## src/rtl/core/ranger_pkg.sv

```systemverilog
// Shared types and constants for the ultrasonic ranger controller.
package ranger_pkg;

    // Configuration register indexes.
    localparam int CFG_IDX_W = 3;
    localparam logic [CFG_IDX_W-1:0] REG_TEMPERATURE = 3'd0;
    localparam logic [CFG_IDX_W-1:0] REG_PRE_LOW     = 3'd1;
    localparam logic [CFG_IDX_W-1:0] REG_TRIGGER     = 3'd2;
    localparam logic [CFG_IDX_W-1:0] REG_HOLD_LOW    = 3'd3;
    localparam logic [CFG_IDX_W-1:0] REG_RELEASE     = 3'd4;
    localparam logic [CFG_IDX_W-1:0] REG_LISTEN      = 3'd5;

    localparam int CFG_DATA_W = 16;
    localparam int COUNT_W    = 16;
    localparam int SPEED_W    = 12;
    localparam int PROD_W     = SPEED_W + COUNT_W;
    localparam int DIST_W     = 17;

    // Speed of sound in 0.1 m/s is SPEED_BASE + SPEED_PER_C * temperature.
    localparam logic signed [12:0] SPEED_BASE  = 13'sd3315;
    localparam logic signed [12:0] SPEED_PER_C = 13'sd6;

    // Division by 2000 is a shift by 4 and a reciprocal multiply for 125.
    localparam int DIV_PRE_SHIFT = 4;
    localparam int RECIP_W       = 25;
    localparam int RECIP_SHIFT   = 31;
    localparam logic [RECIP_W-1:0] RECIP_125 = 25'd17179870;

    localparam logic [DIST_W-1:0] DIST_MAX = 17'd131071;

    typedef enum logic [2:0] {
        PH_IDLE,
        PH_PRE,
        PH_TRIG,
        PH_HOLD,
        PH_REL,
        PH_LISTEN
    } phase_t;

    typedef struct packed {
        logic signed [7:0] temperature_c;
        logic [15:0]       pre_low_us;
        logic [7:0]        trigger_high_us;
        logic [15:0]       hold_low_us;
        logic [15:0]       release_us;
        logic [15:0]       listen_us;
    } cfg_t;

    typedef struct packed {
        logic drive_enable;
        logic drive_level;
        logic busy_res;
        logic done_res;
    } flags_t;

endpackage

```

## src/rtl/core/ranger_seq.sv

```systemverilog
// Pin sequencer and echo timer: advances one microsecond per accepted word.
module ranger_seq #(
    parameter int COUNT_UNIT_US = 10
) (
    input  logic                          aclk,
    input  logic                          aresetn,
    input  logic                          step,
    input  logic                          start_req,
    input  logic                          echo_level,
    input  ranger_pkg::cfg_t              cfg,
    output ranger_pkg::flags_t            flags,
    output logic [ranger_pkg::COUNT_W-1:0] captured_count
);
    import ranger_pkg::*;

    localparam int DIV_W = $clog2(COUNT_UNIT_US + 1);

    phase_t               phase_reg, phase_next, phase_eff;
    logic [15:0]          timer_reg, timer_next, timer_start, timer_inc, phase_len;
    logic [DIV_W-1:0]     div_reg, div_next, div_inc;
    logic [COUNT_W-1:0]   count_reg, count_next;
    logic [COUNT_W-1:0]   capt_reg, capt_next;
    logic                 echo_prev_reg;
    logic [3:0]           nonzero;
    logic                 phase_end;

    // First phase at or after p (up to listen) whose length is not zero.
    function automatic phase_t skip_empty(phase_t p, logic [3:0] nz);
        phase_t r;
        r = PH_LISTEN;
        if ((p == PH_PRE || p == PH_TRIG || p == PH_HOLD || p == PH_REL) && nz[3]) r = PH_REL;
        if ((p == PH_PRE || p == PH_TRIG || p == PH_HOLD) && nz[2]) r = PH_HOLD;
        if ((p == PH_PRE || p == PH_TRIG) && nz[1]) r = PH_TRIG;
        if (p == PH_PRE && nz[0]) r = PH_PRE;
        return r;
    endfunction

    assign nonzero = {cfg.release_us != '0, cfg.hold_low_us != '0,
                      cfg.trigger_high_us != '0, cfg.pre_low_us != '0};

    // Phase in force for this tick, after a start request out of idle.
    always_comb begin
        phase_eff   = phase_reg;
        timer_start = timer_reg;
        if (phase_reg == PH_IDLE && start_req) begin
            phase_eff   = skip_empty(PH_PRE, nonzero);
            timer_start = '0;
        end
    end

    always_comb begin
        case (phase_eff)
            PH_PRE:    phase_len = cfg.pre_low_us;
            PH_TRIG:   phase_len = {8'd0, cfg.trigger_high_us};
            PH_HOLD:   phase_len = cfg.hold_low_us;
            PH_REL:    phase_len = cfg.release_us;
            PH_LISTEN: phase_len = (cfg.listen_us == '0) ? 16'd1 : cfg.listen_us;
            default:   phase_len = '0;
        endcase
    end

    assign timer_inc = timer_start + 16'd1;
    assign phase_end = (phase_eff != PH_IDLE) &&
                       ((timer_inc >= phase_len) || (timer_inc == '0));
    assign div_inc   = div_reg + DIV_W'(1);

    // Next state.
    always_comb begin
        phase_next = phase_eff;
        timer_next = timer_start;
        div_next   = div_reg;
        count_next = count_reg;
        capt_next  = capt_reg;
        if (phase_eff == PH_LISTEN) begin
            if (echo_level && !echo_prev_reg) begin
                count_next = '0;
                div_next   = '0;
            end else begin
                if (!echo_level && echo_prev_reg) begin
                    capt_next = count_reg;
                end
                if (div_inc >= DIV_W'(COUNT_UNIT_US)) begin
                    div_next   = '0;
                    count_next = count_reg + COUNT_W'(1);
                end else begin
                    div_next = div_inc;
                end
            end
        end
        if (phase_eff != PH_IDLE) begin
            if (phase_end) begin
                timer_next = '0;
                case (phase_eff)
                    PH_PRE:  phase_next = skip_empty(PH_TRIG, nonzero);
                    PH_TRIG: phase_next = skip_empty(PH_HOLD, nonzero);
                    PH_HOLD: phase_next = skip_empty(PH_REL, nonzero);
                    PH_REL:  phase_next = PH_LISTEN;
                    default: phase_next = PH_IDLE;
                endcase
            end else begin
                timer_next = timer_inc;
            end
        end
    end

    // Outputs for this tick.
    always_comb begin
        flags.busy_res     = phase_eff != PH_IDLE;
        flags.drive_enable = (phase_eff == PH_PRE) || (phase_eff == PH_TRIG) ||
                             (phase_eff == PH_HOLD);
        flags.drive_level  = phase_eff == PH_TRIG;
        flags.done_res     = phase_end && (phase_eff == PH_LISTEN);
        captured_count     = capt_next;
    end

    always_ff @(posedge aclk) begin
        if (!aresetn) begin
            phase_reg     <= PH_IDLE;
            timer_reg     <= '0;
            div_reg       <= '0;
            count_reg     <= '0;
            capt_reg      <= '0;
            echo_prev_reg <= 1'b0;
        end else if (step) begin
            phase_reg     <= phase_next;
            timer_reg     <= timer_next;
            div_reg       <= div_next;
            count_reg     <= count_next;
            capt_reg      <= capt_next;
            echo_prev_reg <= echo_level;
        end
    end

endmodule

```

## src/rtl/core/ranger_dist.sv

```systemverilog
// Two-stage distance datapath: speed times count, then division by 2000.
module ranger_dist (
    input  logic                           aclk,
    input  logic                           enable,
    input  logic                           done_res,
    input  logic signed [7:0]              temperature_c,
    input  logic [ranger_pkg::COUNT_W-1:0] captured_count,
    output logic [ranger_pkg::DIST_W-1:0]  distance_mm
);
    import ranger_pkg::*;

    localparam int X_W = PROD_W - DIV_PRE_SHIFT;
    localparam int T_W = X_W + RECIP_W;
    localparam int Q_W = T_W - RECIP_SHIFT;

    logic signed [12:0]  speed_s;
    logic [SPEED_W-1:0]  speed;
    logic [PROD_W-1:0]   prod_reg;
    logic                done_reg;
    logic [X_W-1:0]      x;
    logic [T_W-1:0]      t;
    logic [Q_W-1:0]      q;
    logic [DIST_W-1:0]   dist_next, dist_reg;

    // Always positive over the whole signed 8-bit temperature range.
    assign speed_s = SPEED_BASE + 13'(temperature_c) * SPEED_PER_C;
    assign speed   = speed_s[SPEED_W-1:0];

    assign x = prod_reg[PROD_W-1:DIV_PRE_SHIFT];
    assign t = T_W'(x) * T_W'(RECIP_125);
    assign q = t[T_W-1:RECIP_SHIFT];

    always_comb begin
        if (!done_reg) begin
            dist_next = '0;
        end else if (q > Q_W'(DIST_MAX)) begin
            dist_next = DIST_MAX;
        end else begin
            dist_next = q[DIST_W-1:0];
        end
    end

    always_ff @(posedge aclk) begin
        if (enable) begin
            prod_reg <= PROD_W'(speed) * PROD_W'(captured_count);
            done_reg <= done_res;
            dist_reg <= dist_next;
        end
    end

    assign distance_mm = dist_reg;

endmodule

```

## src/rtl/core/ultrasonic_ranger_controller.sv

```systemverilog
// Ultrasonic ranger controller top level: config registers, handshake and pipeline.
// Each accepted word steps the sequencer once and yields a result word through
// a_valid_reg, then out_valid_reg. Throughput: one word per cycle unless m_tready
// stalls. Multiply and divide by 2000 are two registered stages past the sequencer.
// Reset: aresetn is synchronous and active low; it returns the sequencer to idle,
// empties the pipeline and loads the register defaults.
module ultrasonic_ranger_controller #(
    parameter int COUNT_UNIT_US = 10
) (
    input  logic                              aclk,
    input  logic                              aresetn,
    input  logic                              s_tvalid,
    output logic                              s_tready,
    input  logic [7:0]                        s_tdata,   // start_req, echo_level
    output logic                              m_tvalid,
    input  logic                              m_tready,
    // drive_enable, drive_level, busy_res, done_res, distance_mm[16:0]
    output logic [23:0]                       m_tdata,
    input  logic                              cfg_valid,
    output logic                              cfg_ready,
    input  logic [ranger_pkg::CFG_IDX_W-1:0]  cfg_index,
    input  logic [ranger_pkg::CFG_DATA_W-1:0] cfg_data
);
    import ranger_pkg::*;

    cfg_t                cfg_reg;
    logic                advance, accept;
    logic                a_valid_reg, out_valid_reg;
    flags_t              seq_flags, a_flags_reg, out_flags_reg;
    logic [COUNT_W-1:0]  capt_count;
    logic [DIST_W-1:0]   distance;

    assign cfg_ready = 1'b1;

    always_ff @(posedge aclk) begin
        if (!aresetn) begin
            cfg_reg.temperature_c   <= 8'sd20;
            cfg_reg.pre_low_us      <= 16'd500;
            cfg_reg.trigger_high_us <= 8'd5;
            cfg_reg.hold_low_us     <= 16'd100;
            cfg_reg.release_us      <= 16'd100;
            cfg_reg.listen_us       <= 16'd10000;
        end else if (cfg_valid && cfg_ready) begin
            case (cfg_index)
                REG_TEMPERATURE: cfg_reg.temperature_c   <= cfg_data[7:0];
                REG_PRE_LOW:     cfg_reg.pre_low_us      <= cfg_data;
                REG_TRIGGER:     cfg_reg.trigger_high_us <= cfg_data[7:0];
                REG_HOLD_LOW:    cfg_reg.hold_low_us     <= cfg_data;
                REG_RELEASE:     cfg_reg.release_us      <= cfg_data;
                REG_LISTEN:      cfg_reg.listen_us       <= cfg_data;
                default: ;
            endcase
        end
    end

    // The whole pipeline moves whenever the output register is free or drained.
    assign advance  = !out_valid_reg || m_tready;
    assign s_tready = advance;
    assign accept   = s_tvalid && advance;

    ranger_seq #(
        .COUNT_UNIT_US(COUNT_UNIT_US)
    ) u_seq (
        .aclk           (aclk),
        .aresetn        (aresetn),
        .step           (accept),
        .start_req      (s_tdata[0]),
        .echo_level     (s_tdata[1]),
        .cfg            (cfg_reg),
        .flags          (seq_flags),
        .captured_count (capt_count)
    );

    ranger_dist u_dist (
        .aclk           (aclk),
        .enable         (advance),
        .done_res       (seq_flags.done_res),
        .temperature_c  (cfg_reg.temperature_c),
        .captured_count (capt_count),
        .distance_mm    (distance)
    );

    always_ff @(posedge aclk) begin
        if (!aresetn) begin
            a_valid_reg   <= 1'b0;
            out_valid_reg <= 1'b0;
        end else if (advance) begin
            a_valid_reg   <= accept;
            out_valid_reg <= a_valid_reg;
        end
    end

    always_ff @(posedge aclk) begin
        if (advance) begin
            a_flags_reg   <= seq_flags;
            out_flags_reg <= a_flags_reg;
        end
    end

    assign m_tvalid = out_valid_reg;
    assign m_tdata  = {3'b000, distance, out_flags_reg.done_res, out_flags_reg.busy_res,
                       out_flags_reg.drive_level, out_flags_reg.drive_enable};

endmodule
```

## config.mk

```make
export PLATFORM = sky130hd
export DESIGN_NAME = ultrasonic_ranger_controller
export DESIGN_NICKNAME = d
export VERILOG_FILES = /design/src/rtl/core/ranger_pkg.sv /design/src/rtl/core/ranger_seq.sv /design/src/rtl/core/ranger_dist.sv /design/src/rtl/core/ultrasonic_ranger_controller.sv
export SDC_FILE = /design/constraint.sdc
export NUM_CORES = 1
export LEC_CHECK = 0
export BUFFER_PORTS_ARGS = -buffer_cell sky130_fd_sc_hd__buf_2
export CAP_MARGIN = 25
export CORE_ASPECT_RATIO = 1.2
export CORE_MARGIN = 1
export CORE_UTILIZATION = 45
export CTS_CLUSTER_SIZE = 12
export DETAILED_ROUTE_END_ITERATION = 8
export PLACE_DENSITY_LB_ADDON = 0.25
export SLEW_MARGIN = 0
export SYNTH_ARGS = -nofsm -noshare
export SYNTH_HDL_FRONTEND = slang
export SYNTH_SLANG_ARGS = --single-unit
```

## constraint.sdc

```tcl
create_clock -name aclk -period 13.6 [get_ports aclk]
set_input_delay 4.08 -clock aclk [delete_from_list [all_inputs] [get_ports aclk]]
set_output_delay 4.08 -clock aclk [all_outputs]
set_load 0.01 [all_outputs]
```

# Word-level counts from Yosys, hierarchy flattened
# Index checks and enable logic that the tools add are counted.
# word_totals
register_bits,191
latchBits,0
ram_bits,0
rom_bits,0
input_bits,32
output_inout_bits,27
mem_count,0
# op_classes
addsub,4
multipliers,3
div,0
n_lt_le_gt_ge,3
n_eq_ne,10
shifts,0
muxes,21
bitwise,0
n_reduce_logical,31
# op_table
op,n
two-way mux 16 bit,9
case mux 16 bit (5 select lines),1
multiplier 24 x 24 -> 48 bit (second input constant),1
nonzero test 16 bit,3
adder 16 x 1 -> 16 bit (second input constant),2
logical NOT 16 bit,2
multiplier 12 x 16 -> 28 bit,1
greater-than comparator 18 x 17 -> 1 bit (second input constant),1
two-way mux 3 bit,6
two-way mux 17 bit,1
>= comparator 16 bit,1
AND reduction 2 bit,7
adder 11 x 12 -> 12 bit (first input constant),1
equality test 3 x 2 -> 1 bit (second input constant),4
equality test 3 bit (second input constant),4
case mux 3 bit (4 select lines),1
multiplier 8 x 3 -> 11 bit (second input constant),1
two-way mux 4 bit,2
nonzero test 8 bit,1
equality test 3 x 1 -> 1 bit (second input constant),2
logical AND 1 bit,6
logical NOT 3 bit,2
adder 4 x 1 -> 4 bit (second input constant),1
>= comparator 4 bit (second input constant),1
other kinds (6),11

# Logic depth before layout (Yosys ltp)
# logic_depth
depth_word,13
mapped_depth,32
mapped_depth_nobuf,31

# By module
# Synthesis repeated with hierarchy kept, for this count alone.
# hier_totals
cells_unflattened,2543
area_unflattened_um2,24015.5
# modules_own_cells
module,instances,cells_per_inst,area_per_inst_um2
ranger_dist,1,1693,16545.9
ranger_seq,1,539,4326.6
ultrasonic_ranger_controller,1,311,3143.0

# Worst setup path before layout
# No wires, ideal clock.
# synth_timing
path_type,in2reg
from,in s_tdata[0]
to,reg u_dist.prod_reg[17] (data pin)
arrival_time_ns,10.671
required_ns,13.342
setup_slack_ns,2.671
path_stages,26
cell_sequence,or4b_4 > o41ai_4 > o211ai_4 > nor3b_2 > buf_4 > buf_6 > mux2i_1 > clkinv_1 > nand2_1 > fa_1 > fa_1 > inv_1 > fa_1 > fa_1 > inv_1 > fa_1 > inv_1 > ha_1 > a211o_1 > o311ai_0 > a21boi_0 > o21a_1 > o21ai_0 > nand2b_1 > a21oi_1 > xnor2_1
# synth_via
elab_chain_len,5
# synth_lines
element,line_no,source
from (decl),ultrasonic_ranger_controller.sv:14,"input logic [7:0] s_tdata,"
logical AND 1 bit,ranger_seq.sv:45,if (phase_reg == PH_IDLE && start_req) begin
two-way mux 3 bit,ranger_seq.sv:45,
equality test 3 bit,ranger_seq.sv:74,if (phase_eff == PH_LISTEN) begin
two-way mux 16 bit,ranger_seq.sv:74,
via capt_count[4],ultrasonic_ranger_controller.sv:30,logic [COUNT_W-1:0] capt_count;
multiplier 12 x 16 -> 28 bit,ranger_dist.sv:45,prod_reg <= PROD_W'(speed) * PROD_W'(captured_count);
to (signal assigned),ranger_dist.sv:45,
to (decl),ranger_dist.sv:18,logic [PROD_W-1:0] prod_reg;
# The timed path passes the listed nets, and every way through them passes these cells.
# A chain may end at the register's enable or synchronous reset.

# Final worst setup path
# layout_timing
from,in s_tdata[0]
to,reg u_dist.prod_reg[27] (data pin)
# The elaborated chain is that of the path after synthesis.

==> flow_summary.ini <==
[min_path]
min_path_type = reg -> reg
whs_path_depth = 0
hold_path_startpoint = a_flags_reg[2]$_DFFE_PN_
hold_path_end = m_tdata[1]$_DFFE_PN_

[global_routing]
grt-ovfl-total = 0
grt_pass1_wl_um = 95800
grt_use_total = 0.223
grt_max_degree = 99
antenna_found_initial = 0
grt_pass1_vias = 19100

[timing]
slew_headroom = 0.312
clock-skew-final_ps = 28.4
hold_viol = 0
layout_setup_ws_ps = 1500
tightest_slew_ps = 1030
fmax_ghz = 0.0826
finalCritPeriodShare = 0.890
rsz0062_at_grt = no
final-max-slew-violation-count = 0
setup_violations = 0
fin_crit_ps = 12100
fin_setup_tns_ps = 0

[drt]
route.detailed.drc = 0
via_count = 18000
route.detailed.wl_per_inst_um = 16.9
antenna_left = 0
first_pass_iters = 7
drtIter0Drc = 854
wl_um = 57500
avgViaCountPerCell = 5.31

[yosys]
synthFlopType = dfxtp_1
synth.yosys.seq_area_share = 0.175
synth-edff-count = 49
ys_top_cells_by_area = fa_1, ha_1, dfxtp_1
synth.avg_cell_area_um2 = 9.10
synth_cell_type_count = 83
synth.most_common_cell = inv_1
syn-cell-area_um2 = 24200
async_reset_ff_frac = 0
synth_top_area_frac = 0.262
yosys.area.top_type = fa_1
synth-warning-count = 0
synth-seq-cells = 187
yosys-top-cells-count = inv_1, nand2_1, ha_1
syn_inst = 2656

[worst_setup_path]
crit_arrival_ps = 12340
worstSetupPathType = in -> reg
r2r-start = cfg_reg[66]$_SDFFE_PN0P_
worstPathMaxFanout = 14
endpoint_kind = flop
crit_buf_inv = 6
slowest_stage = nor3b_2
crit_path_frequent_cell = fa_1
crit_family = adder cells
r2r_end = u_dist.prod_reg[27]$_DFFE_PN_
cpPeakStageDelay_ps = 710
start_kind = input pin
rrSetupSlack_ps = 4520
r2r_cells = 27
cp_data_required_time_ps = 13830

[die]
initial_utilization = 0.458
fp.dieArea_um2 = 54700
rows = 92
die_h_um = 256
core_um2 = 52800
ios = 59
die_w_um = 214

[cts]
cts_made_buffers = 17
cts.sinks = 187
clkLatencyLatePin_ps = 500
cts_setup_buffers = 0
cts-hold-fix-buffers = 0
tritoncts = yes
cts.path.max_buffers = 2
cts.reportedPaths.clkPinSlew_ps = 90
root_buffer = clkbuf_16
htreeDepth = 4
cts-resized-gates = 0

[placement]
post-place-cells = 3357
gp_congestion = 0.934
port_buffers = 48
place_hpwl_um = 46100
dp_slack_ps = 1040
place_area_um2 = 25200

[finish]
stdcell_count = 3390
largest_reg_flops = 80
drive_above_1_share = 0.0521
num_antenna_cells = 0
area.growth.synth_to_final_pct = 6.75
nets = 3372
final_area_um2 = 25800

[flow_run]
maxCapViolations = 0

[outcome]
status = finished, final reports clean
==> through the flow <==
stage / hold slack [ps] / util
after floorplan: 400 / -
after global placement: 405 / 0.476
after detailed placement: 410 / 0.476
after CTS: 432 / 0.488
after global routing: 448 / 0.489
final: 429 / 0.489
==> cells by family after synthesis <==
group	Yosys count	synth area share
adders and majority gates	668	0.444
buffers and inverters	556	0.0881
and+or+nand+nor	762	0.144
DFF	187	0.175
xor gates and xnor gates	77	0.0279
other	2	0.000311
AOI/OAI and AO/OA	370	0.105
muxes	34	0.0154
==> layout make-up <==
cell class | count | area, µm²
repair buffers | 70 | 408
well taps | 705 | 882
inverters | 481 | 1810
multi-input cells | 1915 | 17800
clock buffers | 17 | 425
flip-flops and latches | 187 | 4230
clock inverters | 15 | 224
fillers | 4952 | 27000
==> per-layer routing <==
| layer | routed length, µm | vias up | GRT usage |
|---|---|---|---|
| li1 | - | 8672 | - |
| met4 | 2280 | 0 | 0.105 |
| met2 | 29300 | 377 | 0.391 |
| met5 | 0 | - | 0 |
| met1 | 23900 | 8858 | 0.270 |
| met3 | 2000 | 102 | 0.0253 |
==> worst reg2reg max path, stage by stage, from the launching register on <==
cell      delay [ps]
dfxtp_1          340
nor4_1           500
nand4_1          360
o41ai_4          400
buf_4            300
o211ai_4         160
nor3b_2          710
mux2i_1          640
clkinv_1         460
nand2_1          200
fa_1             450
fa_1             420
inv_1             80
fa_1             440
fa_1             540
inv_1             50
fa_1             470
inv_1             40
ha_1             350
o21a_1           190
o21a_1           110
o311ai_0         170
a21boi_0         390
nand3_1          190
a31oi_1          410
nor2_1           100
o21ai_0          220
xnor2_1          100
==> worst max path at each step <==
| stage | from | to | slack, ps | depth (start not counted) |
|---|---|---|---|---|
| 4_1_cts | s_tdata[0] | u_dist.prod_reg[27]$_DFFE_PN_ | 1540 | 27 |
| 5_1_grt | s_tdata[0] | u_dist.prod_reg[27]$_DFFE_PN_ | 1110 | 27 |
| 3_3_place_gp | s_tdata[0] | u_dist.prod_reg[21]$_DFFE_PN_ | 1150 | 26 |
| 3_5_place_dp | s_tdata[0] | u_dist.prod_reg[27]$_DFFE_PN_ | 1040 | 27 |
| 2_1_floorplan | s_tdata[0] | u_dist.prod_reg[17]$_DFFE_PN_ | 2670 | 26 |
| 6_report | s_tdata[0] | u_dist.prod_reg[27]$_DFFE_PN_ | 1500 | 27 |
==> layout by cell type, fill, tap and decap left out, types with 8 or more instances in the layout <==
cell	instances
a211oi_1	9
o21a_1	25
or3_1	9
and2_1	12
nor2_1	142
ha_1	352
buf_4	23
mux2_2	10
xor2_1	25
o211a_1	18
nand4_1	21
a21boi_0	74
nor4_1	27
mux2i_1	20
a22oi_1	12
o21ai_0	68
clkbuf_16	17
a21oi_1	76
buf_2	47
xnor2_1	52
and3_1	14
nand2_1	364
nor2b_1	28
nand2b_1	37
a21o_1	25
dfxtp_1	138
nor3_1	20
inv_1	473
edfxtp_1	49
fa_1	316
a222oi_1	8
nand3_1	57
Power is left out: the tool's default activity adds up to more than one toggle a clock period on the data nets, which glitch-free logic cannot reach.
